### src/hdl/aob_pkg.sv
// ---------------------------------------------------------------------------
// Alpha overlay blend package
// Shared widths, register indexes and channel payload types.
// ---------------------------------------------------------------------------
package aob_pkg;

    localparam int COORD_BITS = 12;
    localparam int CFG_W      = 13;
    localparam int CNT_W      = 3;
    localparam int CFG_IDX_W  = 3;
    localparam int PIX_W      = 8;
    localparam int PROD_W     = 2 * PIX_W;
    localparam int CH_NUM     = 4;
    localparam int DX_W       = ((COORD_BITS > CFG_W) ? COORD_BITS : CFG_W) + 2;

    localparam logic [PIX_W-1:0] PIX_MAX   = '1;
    localparam logic [CNT_W-1:0] CNT_RESET = CNT_W'(3);

    typedef enum logic [CFG_IDX_W-1:0] {
        REG_WINDOW_X      = 3'd0,
        REG_WINDOW_Y      = 3'd1,
        REG_FG_WIDTH      = 3'd2,
        REG_FG_HEIGHT     = 3'd3,
        REG_CHANNEL_COUNT = 3'd4
    } cfg_idx_t;

    typedef struct packed {
        logic [COORD_BITS-1:0] pix_col;
        logic [COORD_BITS-1:0] pix_row;
        logic [PIX_W-1:0]      bg_c0;
        logic [PIX_W-1:0]      bg_c1;
        logic [PIX_W-1:0]      bg_c2;
        logic [PIX_W-1:0]      bg_c3;
        logic [PIX_W-1:0]      fg_c0;
        logic [PIX_W-1:0]      fg_c1;
        logic [PIX_W-1:0]      fg_c2;
        logic [PIX_W-1:0]      fg_alpha;
    } pix_in_t;

    typedef struct packed {
        logic [PIX_W-1:0] out_c0;
        logic [PIX_W-1:0] out_c1;
        logic [PIX_W-1:0] out_c2;
        logic [PIX_W-1:0] out_c3;
        logic             blended;
    } res_t;

endpackage

### src/hdl/aob_pix_if.sv
// ---------------------------------------------------------------------------
// Pixel input channel
// Valid/ready channel carrying one background pixel and its foreground pixel.
// ---------------------------------------------------------------------------
interface aob_pix_if;
    import aob_pkg::*;

    logic    valid;
    logic    ready;
    pix_in_t data;

    modport source (output valid, output data, input ready);
    modport sink   (input valid, input data, output ready);

endinterface

### src/hdl/aob_res_if.sv
// ---------------------------------------------------------------------------
// Result channel
// Valid/ready channel carrying one composited pixel.
// ---------------------------------------------------------------------------
interface aob_res_if;
    import aob_pkg::*;

    logic valid;
    logic ready;
    res_t data;

    modport source (output valid, output data, input ready);
    modport sink   (input valid, input data, output ready);

endinterface

### src/hdl/alpha_overlay_blend_unit.sv
// ---------------------------------------------------------------------------
// Alpha overlay blend unit
// Composites a foreground RGBA pixel over a background pixel inside a
// configurable window using the 8-bit over operator.
// ---------------------------------------------------------------------------
//  channel   direction  handshake       payload
//  pix       in         valid / ready   position, bg_c0..3, fg_c0..2, fg_alpha
//  res       out        valid / ready   out_c0..3, blended
//  cfg       in         cfg_we          cfg_idx, cfg_wdata (13 bits)
//
//  Three register stages: window test, lane products, divide and select.
//  One pixel per cycle while res.ready is high; registered in stages A, B and C.
//  Each stage holds while the stage after it is full and stalled; ready
//  ripples back from the output register, so bubbles are squeezed out.
//  rst_n clears the valid bits and loads the register reset values.
// ---------------------------------------------------------------------------
module alpha_overlay_blend_unit (
    input  logic                         clk,
    input  logic                         rst_n,
    input  logic                         cfg_we,
    input  logic [aob_pkg::CFG_IDX_W-1:0] cfg_idx,
    input  logic [aob_pkg::CFG_W-1:0]    cfg_wdata,
    aob_pix_if.sink                      pix,
    aob_res_if.source                    res
);
    import aob_pkg::*;

    function automatic logic [PIX_W-1:0] div255(input logic [PROD_W-1:0] s);
        logic [PROD_W-1:0] t;
        t = s + {{PIX_W{1'b0}}, s[PROD_W-1:PIX_W]} + PROD_W'(1);
        return t[PROD_W-1:PIX_W];
    endfunction

    // configuration registers
    logic signed [CFG_W-1:0] win_x_reg;
    logic signed [CFG_W-1:0] win_y_reg;
    logic [CFG_W-1:0]        fg_w_reg;
    logic [CFG_W-1:0]        fg_h_reg;
    logic [CNT_W-1:0]        ch_cnt_reg;

    // stage A: window test
    logic                    a_valid_reg;
    logic                    a_blend_reg;
    logic [PIX_W-1:0]        a_alpha_reg;
    logic [PIX_W-1:0]        a_bg_reg [CH_NUM];
    logic [PIX_W-1:0]        a_fg_reg [CH_NUM];
    logic                    a_blend_next;
    logic [PIX_W-1:0]        a_bg_next [CH_NUM];
    logic [PIX_W-1:0]        a_fg_next [CH_NUM];
    logic signed [DX_W-1:0]  dx;
    logic signed [DX_W-1:0]  dy;
    logic                    in_x;
    logic                    in_y;

    // stage B: products
    logic                    b_valid_reg;
    logic                    b_blend_reg;
    logic [PIX_W-1:0]        b_bg_reg [CH_NUM];
    logic [PIX_W-1:0]        b_fg_reg [CH_NUM];
    logic [PROD_W-1:0]       b_pbg_reg [CH_NUM];
    logic [PROD_W-1:0]       b_pfg_reg [CH_NUM];
    logic [PROD_W-1:0]       b_pbg_next [CH_NUM];
    logic [PROD_W-1:0]       b_pfg_next [CH_NUM];

    // stage C: output register
    logic                    res_valid_reg;
    res_t                    res_reg;
    res_t                    res_next;
    logic [PIX_W-1:0]        lane_out [CH_NUM];

    logic                    a_rdy;
    logic                    b_rdy;
    logic                    c_rdy;

    assign c_rdy = !res_valid_reg || res.ready;
    assign b_rdy = !b_valid_reg || c_rdy;
    assign a_rdy = !a_valid_reg || b_rdy;

    assign pix.ready = a_rdy;
    assign res.valid = res_valid_reg;
    assign res.data  = res_reg;

    always_ff @(posedge clk or negedge rst_n)
    begin
        if (!rst_n)
        begin
            win_x_reg  <= '0;
            win_y_reg  <= '0;
            fg_w_reg   <= '0;
            fg_h_reg   <= '0;
            ch_cnt_reg <= CNT_RESET;
        end
        else if (cfg_we)
        begin
            unique case (cfg_idx_t'(cfg_idx))
                REG_WINDOW_X:      win_x_reg  <= $signed(cfg_wdata);
                REG_WINDOW_Y:      win_y_reg  <= $signed(cfg_wdata);
                REG_FG_WIDTH:      fg_w_reg   <= cfg_wdata;
                REG_FG_HEIGHT:     fg_h_reg   <= cfg_wdata;
                REG_CHANNEL_COUNT: ch_cnt_reg <= cfg_wdata[CNT_W-1:0];
                default:           ;
            endcase
        end
    end

    // window test on the incoming pixel
    always_comb
    begin
        dx   = $signed(DX_W'(pix.data.pix_col)) - DX_W'(win_x_reg);
        dy   = $signed(DX_W'(pix.data.pix_row)) - DX_W'(win_y_reg);
        in_x = !dx[DX_W-1] && ($unsigned(dx) < DX_W'(fg_w_reg));
        in_y = !dy[DX_W-1] && ($unsigned(dy) < DX_W'(fg_h_reg));
        a_blend_next = in_x && in_y && (pix.data.fg_alpha != '0);
        a_bg_next[0] = pix.data.bg_c0;
        a_bg_next[1] = pix.data.bg_c1;
        a_bg_next[2] = pix.data.bg_c2;
        a_bg_next[3] = pix.data.bg_c3;
        a_fg_next[0] = pix.data.fg_c0;
        a_fg_next[1] = pix.data.fg_c1;
        a_fg_next[2] = pix.data.fg_c2;
        a_fg_next[3] = pix.data.fg_alpha;
    end

    always_ff @(posedge clk or negedge rst_n)
    begin
        if (!rst_n)
            a_valid_reg <= 1'b0;
        else if (a_rdy)
            a_valid_reg <= pix.valid;
    end

    always_ff @(posedge clk)
    begin
        if (a_rdy && pix.valid)
        begin
            a_blend_reg <= a_blend_next;
            a_alpha_reg <= pix.data.fg_alpha;
            a_bg_reg    <= a_bg_next;
            a_fg_reg    <= a_fg_next;
        end
    end

    // lane products
    always_comb
    begin
        for (int c = 0; c < CH_NUM; c++)
        begin
            b_pbg_next[c] = PROD_W'(a_bg_reg[c]) * PROD_W'(PIX_MAX - a_alpha_reg);
            b_pfg_next[c] = PROD_W'(a_fg_reg[c]) * PROD_W'(a_alpha_reg);
        end
    end

    always_ff @(posedge clk or negedge rst_n)
    begin
        if (!rst_n)
            b_valid_reg <= 1'b0;
        else if (b_rdy)
            b_valid_reg <= a_valid_reg;
    end

    always_ff @(posedge clk)
    begin
        if (b_rdy && a_valid_reg)
        begin
            b_blend_reg <= a_blend_reg;
            b_bg_reg    <= a_bg_reg;
            b_fg_reg    <= a_fg_reg;
            b_pbg_reg   <= b_pbg_next;
            b_pfg_reg   <= b_pfg_next;
        end
    end

    // divide by 255, pass through or drop inactive channels
    always_comb
    begin
        for (int c = 0; c < CH_NUM; c++)
        begin
            if (CNT_W'(c) >= ch_cnt_reg)
                lane_out[c] = '0;
            else if (b_blend_reg)
                lane_out[c] = div255(b_pbg_reg[c] + b_pfg_reg[c]);
            else
                lane_out[c] = b_bg_reg[c];
        end
        res_next.out_c0  = lane_out[0];
        res_next.out_c1  = lane_out[1];
        res_next.out_c2  = lane_out[2];
        res_next.out_c3  = lane_out[3];
        res_next.blended = b_blend_reg;
    end

    always_ff @(posedge clk or negedge rst_n)
    begin
        if (!rst_n)
            res_valid_reg <= 1'b0;
        else if (c_rdy)
            res_valid_reg <= b_valid_reg;
    end

    always_ff @(posedge clk)
    begin
        if (c_rdy && b_valid_reg)
            res_reg <= res_next;
    end

`ifndef NO_ASSERTIONS
    a_b_stall_holds: assert property (@(posedge clk) disable iff (!rst_n)
        b_valid_reg && !c_rdy |=> b_valid_reg && $stable(b_bg_reg[0]) && $stable(b_blend_reg))
        else $error("stage B lost or changed its pixel during a stall");

    a_blend_in_range: assert property (@(posedge clk) disable iff (!rst_n)
        b_valid_reg && c_rdy && b_blend_reg && (ch_cnt_reg != '0) |=>
        ($past(b_bg_reg[0]) <= res.data.out_c0 || $past(b_fg_reg[0]) <= res.data.out_c0) &&
        ($past(b_bg_reg[0]) >= res.data.out_c0 || $past(b_fg_reg[0]) >= res.data.out_c0))
        else $error("blended channel 0 outside background and foreground range");

    a_pass_through: assert property (@(posedge clk) disable iff (!rst_n)
        b_valid_reg && c_rdy && !b_blend_reg && (ch_cnt_reg != '0) |=>
        res.data.out_c0 == $past(b_bg_reg[0]) && !res.data.blended)
        else $error("unblended pixel did not pass the background through");

    a_no_accept_when_full: assert property (@(posedge clk) disable iff (!rst_n)
        a_valid_reg && b_valid_reg && res_valid_reg && !res.ready |-> !pix.ready)
        else $error("transfer accepted with the pipeline full and stalled");
`endif

endmodule
### src/flat_wrapper.sv
// flat-port wrapper written by rule: the top's interface ports become plain ports
module alpha_overlay_blend_unit_flat import aob_pkg::*;
  (clk, rst_n, cfg_we, cfg_idx, cfg_wdata, pix_valid, pix_data, pix_ready, res_valid, res_data, res_ready);
  aob_pix_if pix_i ();
  aob_res_if res_i ();
  input  logic clk;
  input  logic rst_n;
  input  logic cfg_we;
  input  logic [aob_pkg::CFG_IDX_W-1:0] cfg_idx;
  input  logic [aob_pkg::CFG_W-1:0] cfg_wdata;
  input wire logic [$bits(pix_i.valid)-1:0] pix_valid;
  input wire logic [$bits(pix_i.data)-1:0] pix_data;
  output wire logic [$bits(pix_i.ready)-1:0] pix_ready;
  output wire logic [$bits(res_i.valid)-1:0] res_valid;
  output wire logic [$bits(res_i.data)-1:0] res_data;
  input wire logic [$bits(res_i.ready)-1:0] res_ready;
  assign pix_i.valid = pix_valid;
  assign pix_i.data = pix_data;
  assign pix_ready = pix_i.ready;
  assign res_valid = res_i.valid;
  assign res_data = res_i.data;
  assign res_i.ready = res_ready;
  alpha_overlay_blend_unit u_core (.clk(clk), .rst_n(rst_n), .cfg_we(cfg_we), .cfg_idx(cfg_idx), .cfg_wdata(cfg_wdata), .pix(pix_i), .res(res_i));
endmodule
### config.mk
export PLATFORM = sky130hd
export DESIGN_NAME = alpha_overlay_blend_unit_flat
export DESIGN_NICKNAME = d
export VERILOG_FILES = /design/src/hdl/aob_pkg.sv /design/src/hdl/aob_pix_if.sv /design/src/hdl/aob_res_if.sv /design/src/hdl/alpha_overlay_blend_unit.sv /design/src/flat_wrapper.sv
export SDC_FILE = /design/constraint.sdc
export NUM_CORES = 2
export LEC_CHECK = 0
export ABC_AREA = 1
export BUFFER_PORTS_ARGS = -buffer_cell sky130_fd_sc_hd__clkbuf_2
export CAP_MARGIN = 10
export CORE_ASPECT_RATIO = 0.7
export CORE_UTILIZATION = 50
export CTS_BUF_LIST = sky130_fd_sc_hd__clkbuf_16
export DETAILED_ROUTE_END_ITERATION = 12
export PLACE_DENSITY = 0.67
export SLEW_MARGIN = 30
export SYNTH_ARGS = -nofsm -noshare
export SYNTH_HDL_FRONTEND = slang
export SYNTH_SLANG_ARGS = --single-unit
export TNS_END_PERCENT = 10
### constraint.sdc
create_clock -name clk -period 7.42 [get_ports clk]
set_input_delay 1.484 -clock clk [delete_from_list [all_inputs] [get_ports clk]]
set_output_delay 1.484 -clock clk [all_outputs]
set_load 0.02 [all_outputs]
[Word-level counts from Yosys, hierarchy flattened]
Index checks and enable logic that the tools add are counted.
Word-level totals
  register bits after elaboration: 317
  input bits: 109
  word-level logic and storage cells: 94
Cells by class
  $add $sub $neg: 15
  $mul: 8
  $lt $le $gt $ge: 6
  equality and inequality tests: 4
  muxes and demuxes: 4
  reduce and logical (&&, ||, !) cells: 22
Operator list (count)
  adder 16 x 1 -> 16 bit (second input constant): 4
  adder 16 bit: 4
  adder 16 x 8 -> 16 bit: 4
  multiplier 8 x 16 -> 16 bit: 4
  multiplier 8 x 8 -> 16 bit: 4
  two-way mux 8 bit: 4
  less-than comparator 15 x 13 -> 1 bit: 2
  subtractor 13 x 13 -> 14 bit: 2
  AND reduction 2 bit: 5
  subtractor 8 x 8 -> 9 bit (first input constant): 1
  nonzero test 8 bit: 1
  logical AND 1 bit: 7
  equality test 3 x 2 -> 1 bit (second input constant): 2
  >= comparator 1 x 3 -> 1 bit (first input constant): 2
  >= comparator 2 x 3 -> 1 bit (first input constant): 2
  logical NOT 1 bit: 5
  equality test 3 x 1 -> 1 bit (second input constant): 1
  equality test 3 bit (second input constant): 1
  logical NOT 3 bit: 1
  logical OR 1 bit: 3

[Depth between registers and ports, before layout]
  depth in word-level cells: 5
  mapped depth: 24
  mapped depth without buffers: 24

[Worst setup path after synthesis]
No wires, ideal clock.
  kind: input to register
  start: input port res_ready
  end: register u_core.b_bg_reg[0] (netlist bit) (enable)
  library setup time: 0.513 ns
  arrival: 4.836 ns
  required time: 6.907 ns
  slack: 2.071 ns
  stages on the path: 6
  buffers on the path: 0
  cells stage by stage: inv_1 > nand2_1 > nor2_1 > inv_1 > nand2_1 > inv_1
Between the ends
  word-level cells in the longest chain between the ends: 3
Ends and longest elaborated chain
  from (decl): line flat_wrapper.sv:16  | input wire logic [$bits(res_i.ready)-1:0] res_ready;
  logical OR 1 bit: line alpha_overlay_blend_unit.sv:75  | assign c_rdy = !res_valid_reg || res.ready;
  logical OR 1 bit: line alpha_overlay_blend_unit.sv:76  | assign b_rdy = !b_valid_reg || c_rdy;
  logical AND 1 bit: line alpha_overlay_blend_unit.sv:163  | if (b_rdy && a_valid_reg)
  to (signal assigned): line alpha_overlay_blend_unit.sv:166  | b_bg_reg <= a_bg_reg;
  to (decl): line alpha_overlay_blend_unit.sv:58  | logic [PIX_W-1:0] b_bg_reg [CH_NUM];
Every way passes these cells.
A chain may end at the register's enable or synchronous reset.

==> flow_summary.toml <==
[yosys]
synthSimpleGateAreaFrac_pct = 17.9
yosysTopAreaCell = "edfxtp_1"
synth_top_cell_area_share_pct = 23.0
synth_cell_types = 54
synthMuxAreaShare_pct = 0.0297
synthCells = 4117
synth.area.top_cells = "edfxtp_1 (23%), fa_1 (17%), ha_1 (15%)"
ys_warn_count = 0
synth_fa_ha_area_share_pct = 32.1
synth_nets = 4922
synth_compound_area_share_pct = 6.67
ys_seq_area_share_pct = 27.3
syn_area_um2 = 33700
synthXorXnorAreaFrac_pct = 4.02
synth_top_family_by_area = "adder cells"
synth.avg_cell_area_um2 = 8.19
ys_seq_elements = 316

[detailed_routing]
drc_errors = 0
met2_wirelength_um = 32800
ant_nets = 0
wl_met3_um = 6070
drtPass1Iterations = 6
vias = 26000
wl_per_cell_um = 15.6
vias_per_cell = 5.05
top_layer = "met5"
drt_iter0_drc = 2222
drt_wl_total_um = 80500
met1_length_um = 40300

[cells_and_area]
largest_reg_flops = 64
fin_nets = 5031
n_fill_cell = 6274
final_core_util_pct = 54.9
final_layout_size_suffix_gt1_share_pct = 6.86
area_growth_pct = 8.31

[setup_path]
rr_worst_depth = 23
critical_path_class = "reg2reg"
cpMaxStageDelayCell = "fa_1"
critPathLaunchType = "register"
rr_endpoint = "u_core.b_pbg_reg[63]"
worst_r2r_startpoint = "u_core.a_fg_reg[3]"
path_cells = "buf_4, inv_1, nand2_1, fa_1, inv_1, fa_1, inv_1, fa_1, fa_1, inv_1, ha_1, a21oi_1, o21ai_1, a21oi_1, o21bai_1, a21boi_1, o21ai_0, nand2_1, nand2_1, a21oi_1, inv_1, nand2_1, nand2_1"
worstSetupEndpointType = "register"
path_max_fanout = 32
crit_end = "u_core.b_pbg_reg[63]"
crit_start = "u_core.a_fg_reg[3]"
required_ns = 7.74
critPathArrivalTime_ns = 5.44
reg2reg_setup_slack_ns = 2.31
slowest_delay_ns = 0.50

[die]
start_util_pct = 50.6
die-area_um2 = 68500
die_h_um = 219
core-area_um2 = 66600
die_w_um = 312
boundaryPins = 144
num_rows = 79

[place]
port_buffers = 143
dpl.hpwl_um = 63100
gp_congestion = 0.938

[global_routing]
grt_first_pass_wirelength_um = 132000
grt_pass1_vias = 25000
track_usage_pct = 24.1
grt_overflow = 0
antenna_found_initial = 2
grt_max_degree = 66

[sta]
slew-limit-headroom_pct = 38.7
finalCritPeriodShare_pct = 68.9
fin_crit_ns = 5.11
setup_violations = 0
fmax_mhz = 196
fin_setup_tns_ns = 0
fin_skew_ns = 0.0241
hold_viol = 0
rsz0062_at_grt = "false"
tightest_slew_ns = 0.917
hold_ws_ns = 0.419
finalMaxSlewViolations = 0

[clock_network]
cts_resized = 0
cts_tree = "built"
clk_pin_slew_worst_paths_ns = 0.06
root_buffer = "clkbuf_16"
insertion_delay_ns = 0.56
cts_buffers = 37
clock-sinks = 316
clockBufferDepth = 3
cts_hold_buffers = 0
cts_setup_buffers = 0
h-tree-depth = 2

[power]
power.density_nw_per_um2 = 474
vdd_drop_max_uv = 306
leakagePower_nw = 20.0

[hold_path]
hold_path.class = "reg2reg"

[job]
cap_violations = 0

[status]
status = "complete, no violations"
power by group:
| group | switching [mW] | internal [mW] | leakage, nW |
|---|---|---|---|
| sequential | 0.285 | 2.83 | 3.23 |
| clock | 0.786 | 1.06 | 0.605 |
| combinational | 7.99 | 4.38 | 16.1 |
worst max-delay path, delay by kind of cell (launching register included):
kind	cells	cell delay (ns)
simple gates	5	0.37
buf+inv	6	0.88
fa+ha+maj	5	2.10
compound gates	7	1.12
flops	1	0.38
stage by stage:
stage	setup slack, ns	area (um2)	total power, mW	cells
floorplan	2.07	33700	12.4	4117
global route	1.95	36500	19.3	5146
detailed placement	2.24	35300	15.2	5077
global placement	2.34	35300	15.2	5077
CTS	2.22	36500	17.2	5144
finish	2.31	36500	17.3	5146
routing by layer:
metal	global-route usage [%]	vias up
met2	35.2	735
met4	5.00	2
met5	0	-
met3	4.48	79
met1	37.0	12200
li1	-	13000
cells by family (layout without fill, tap and decap cells):
| kind of cell | Yosys count | in the layout |
|---|---|---|
| AND/OR/NAND/NOR | 1480 | 1480 |
| AO/OA/AOI/OAI | 410 | 410 |
| other | 0 | 1 |
| buffers and inverters | 1060 | 1197 |
| flip-flops | 316 | 316 |
| adder cells (fa/ha/maj) | 696 | 696 |
| XOR/XNOR | 154 | 154 |
| multiplexers | 1 | 1 |
cell type report:
class                   count  area, um2  share of cell area (%)
multi-input cells        2741      20500                    56.1
flip-flops and latches    316       9200                    25.2
inverters                 968       3640                    9.96
well taps                 891       1110                    3.05
clock buffers              37        926                    2.53
repair buffers            162        878                    2.40
clock inverters            30        264                   0.722
diodes                      1       2.50                 0.00685
synthesized netlist by cell type, drive strengths merged:
cell       n
and2       2
o21bai     9
edfxtp   258
dfrtp     56
o21ai    150
a21boi     7
a211oi     2
clkbuf    70
o211ai     2
o2111ai    7
dfstp      2
nor2     403
buf       22
a21o      12
fa       282
nand3b    11
inv      965
o31ai      4
xnor2     49
mux2i      1
a21oi    198
ha       414
nand4     24
nor3      11
nand2    863
o21a       6
nor4       3
o221ai     3
clkinv     3
a221oi     1
nand3    159
a31oi      7
o221a      2
or2        4
xor2     105
worst min path at each step:
| stage | start | endpoint | slack [ns] | cells past startpoint |
|---|---|---|---|---|
| after global placement | u_core.a_blend_reg | u_core.b_blend_reg | 0.40 | 0 |
| after global routing | u_core.a_blend_reg | u_core.b_blend_reg | 0.44 | 0 |
| final | u_core.a_blend_reg | u_core.b_blend_reg | 0.42 | 0 |
| after CTS | u_core.a_blend_reg | u_core.b_blend_reg | 0.42 | 0 |
| after detailed placement | u_core.a_blend_reg | u_core.b_blend_reg | 0.40 | 0 |
| after floorplan | u_core.a_blend_reg | u_core.b_blend_reg | 0.40 | 0 |
cell usage in the layout (no fill, tap or decap), types with 14 or more instances in the layout:
cell / count
dfrtp_1: 56
nor2_2: 14
clkbuf_16: 37
edfxtp_1: 258
ha_1: 414
nand2_2: 27
xnor2_1: 48
o21ai_0: 136
nand4_1: 23
nand3_1: 152
inv_1: 966
buf_4: 16
nand2_1: 836
nor2_1: 387
clkbuf_2: 143
xor2_1: 105
a21oi_1: 191
fa_1: 282
Power figures use the tool's default switching activity.
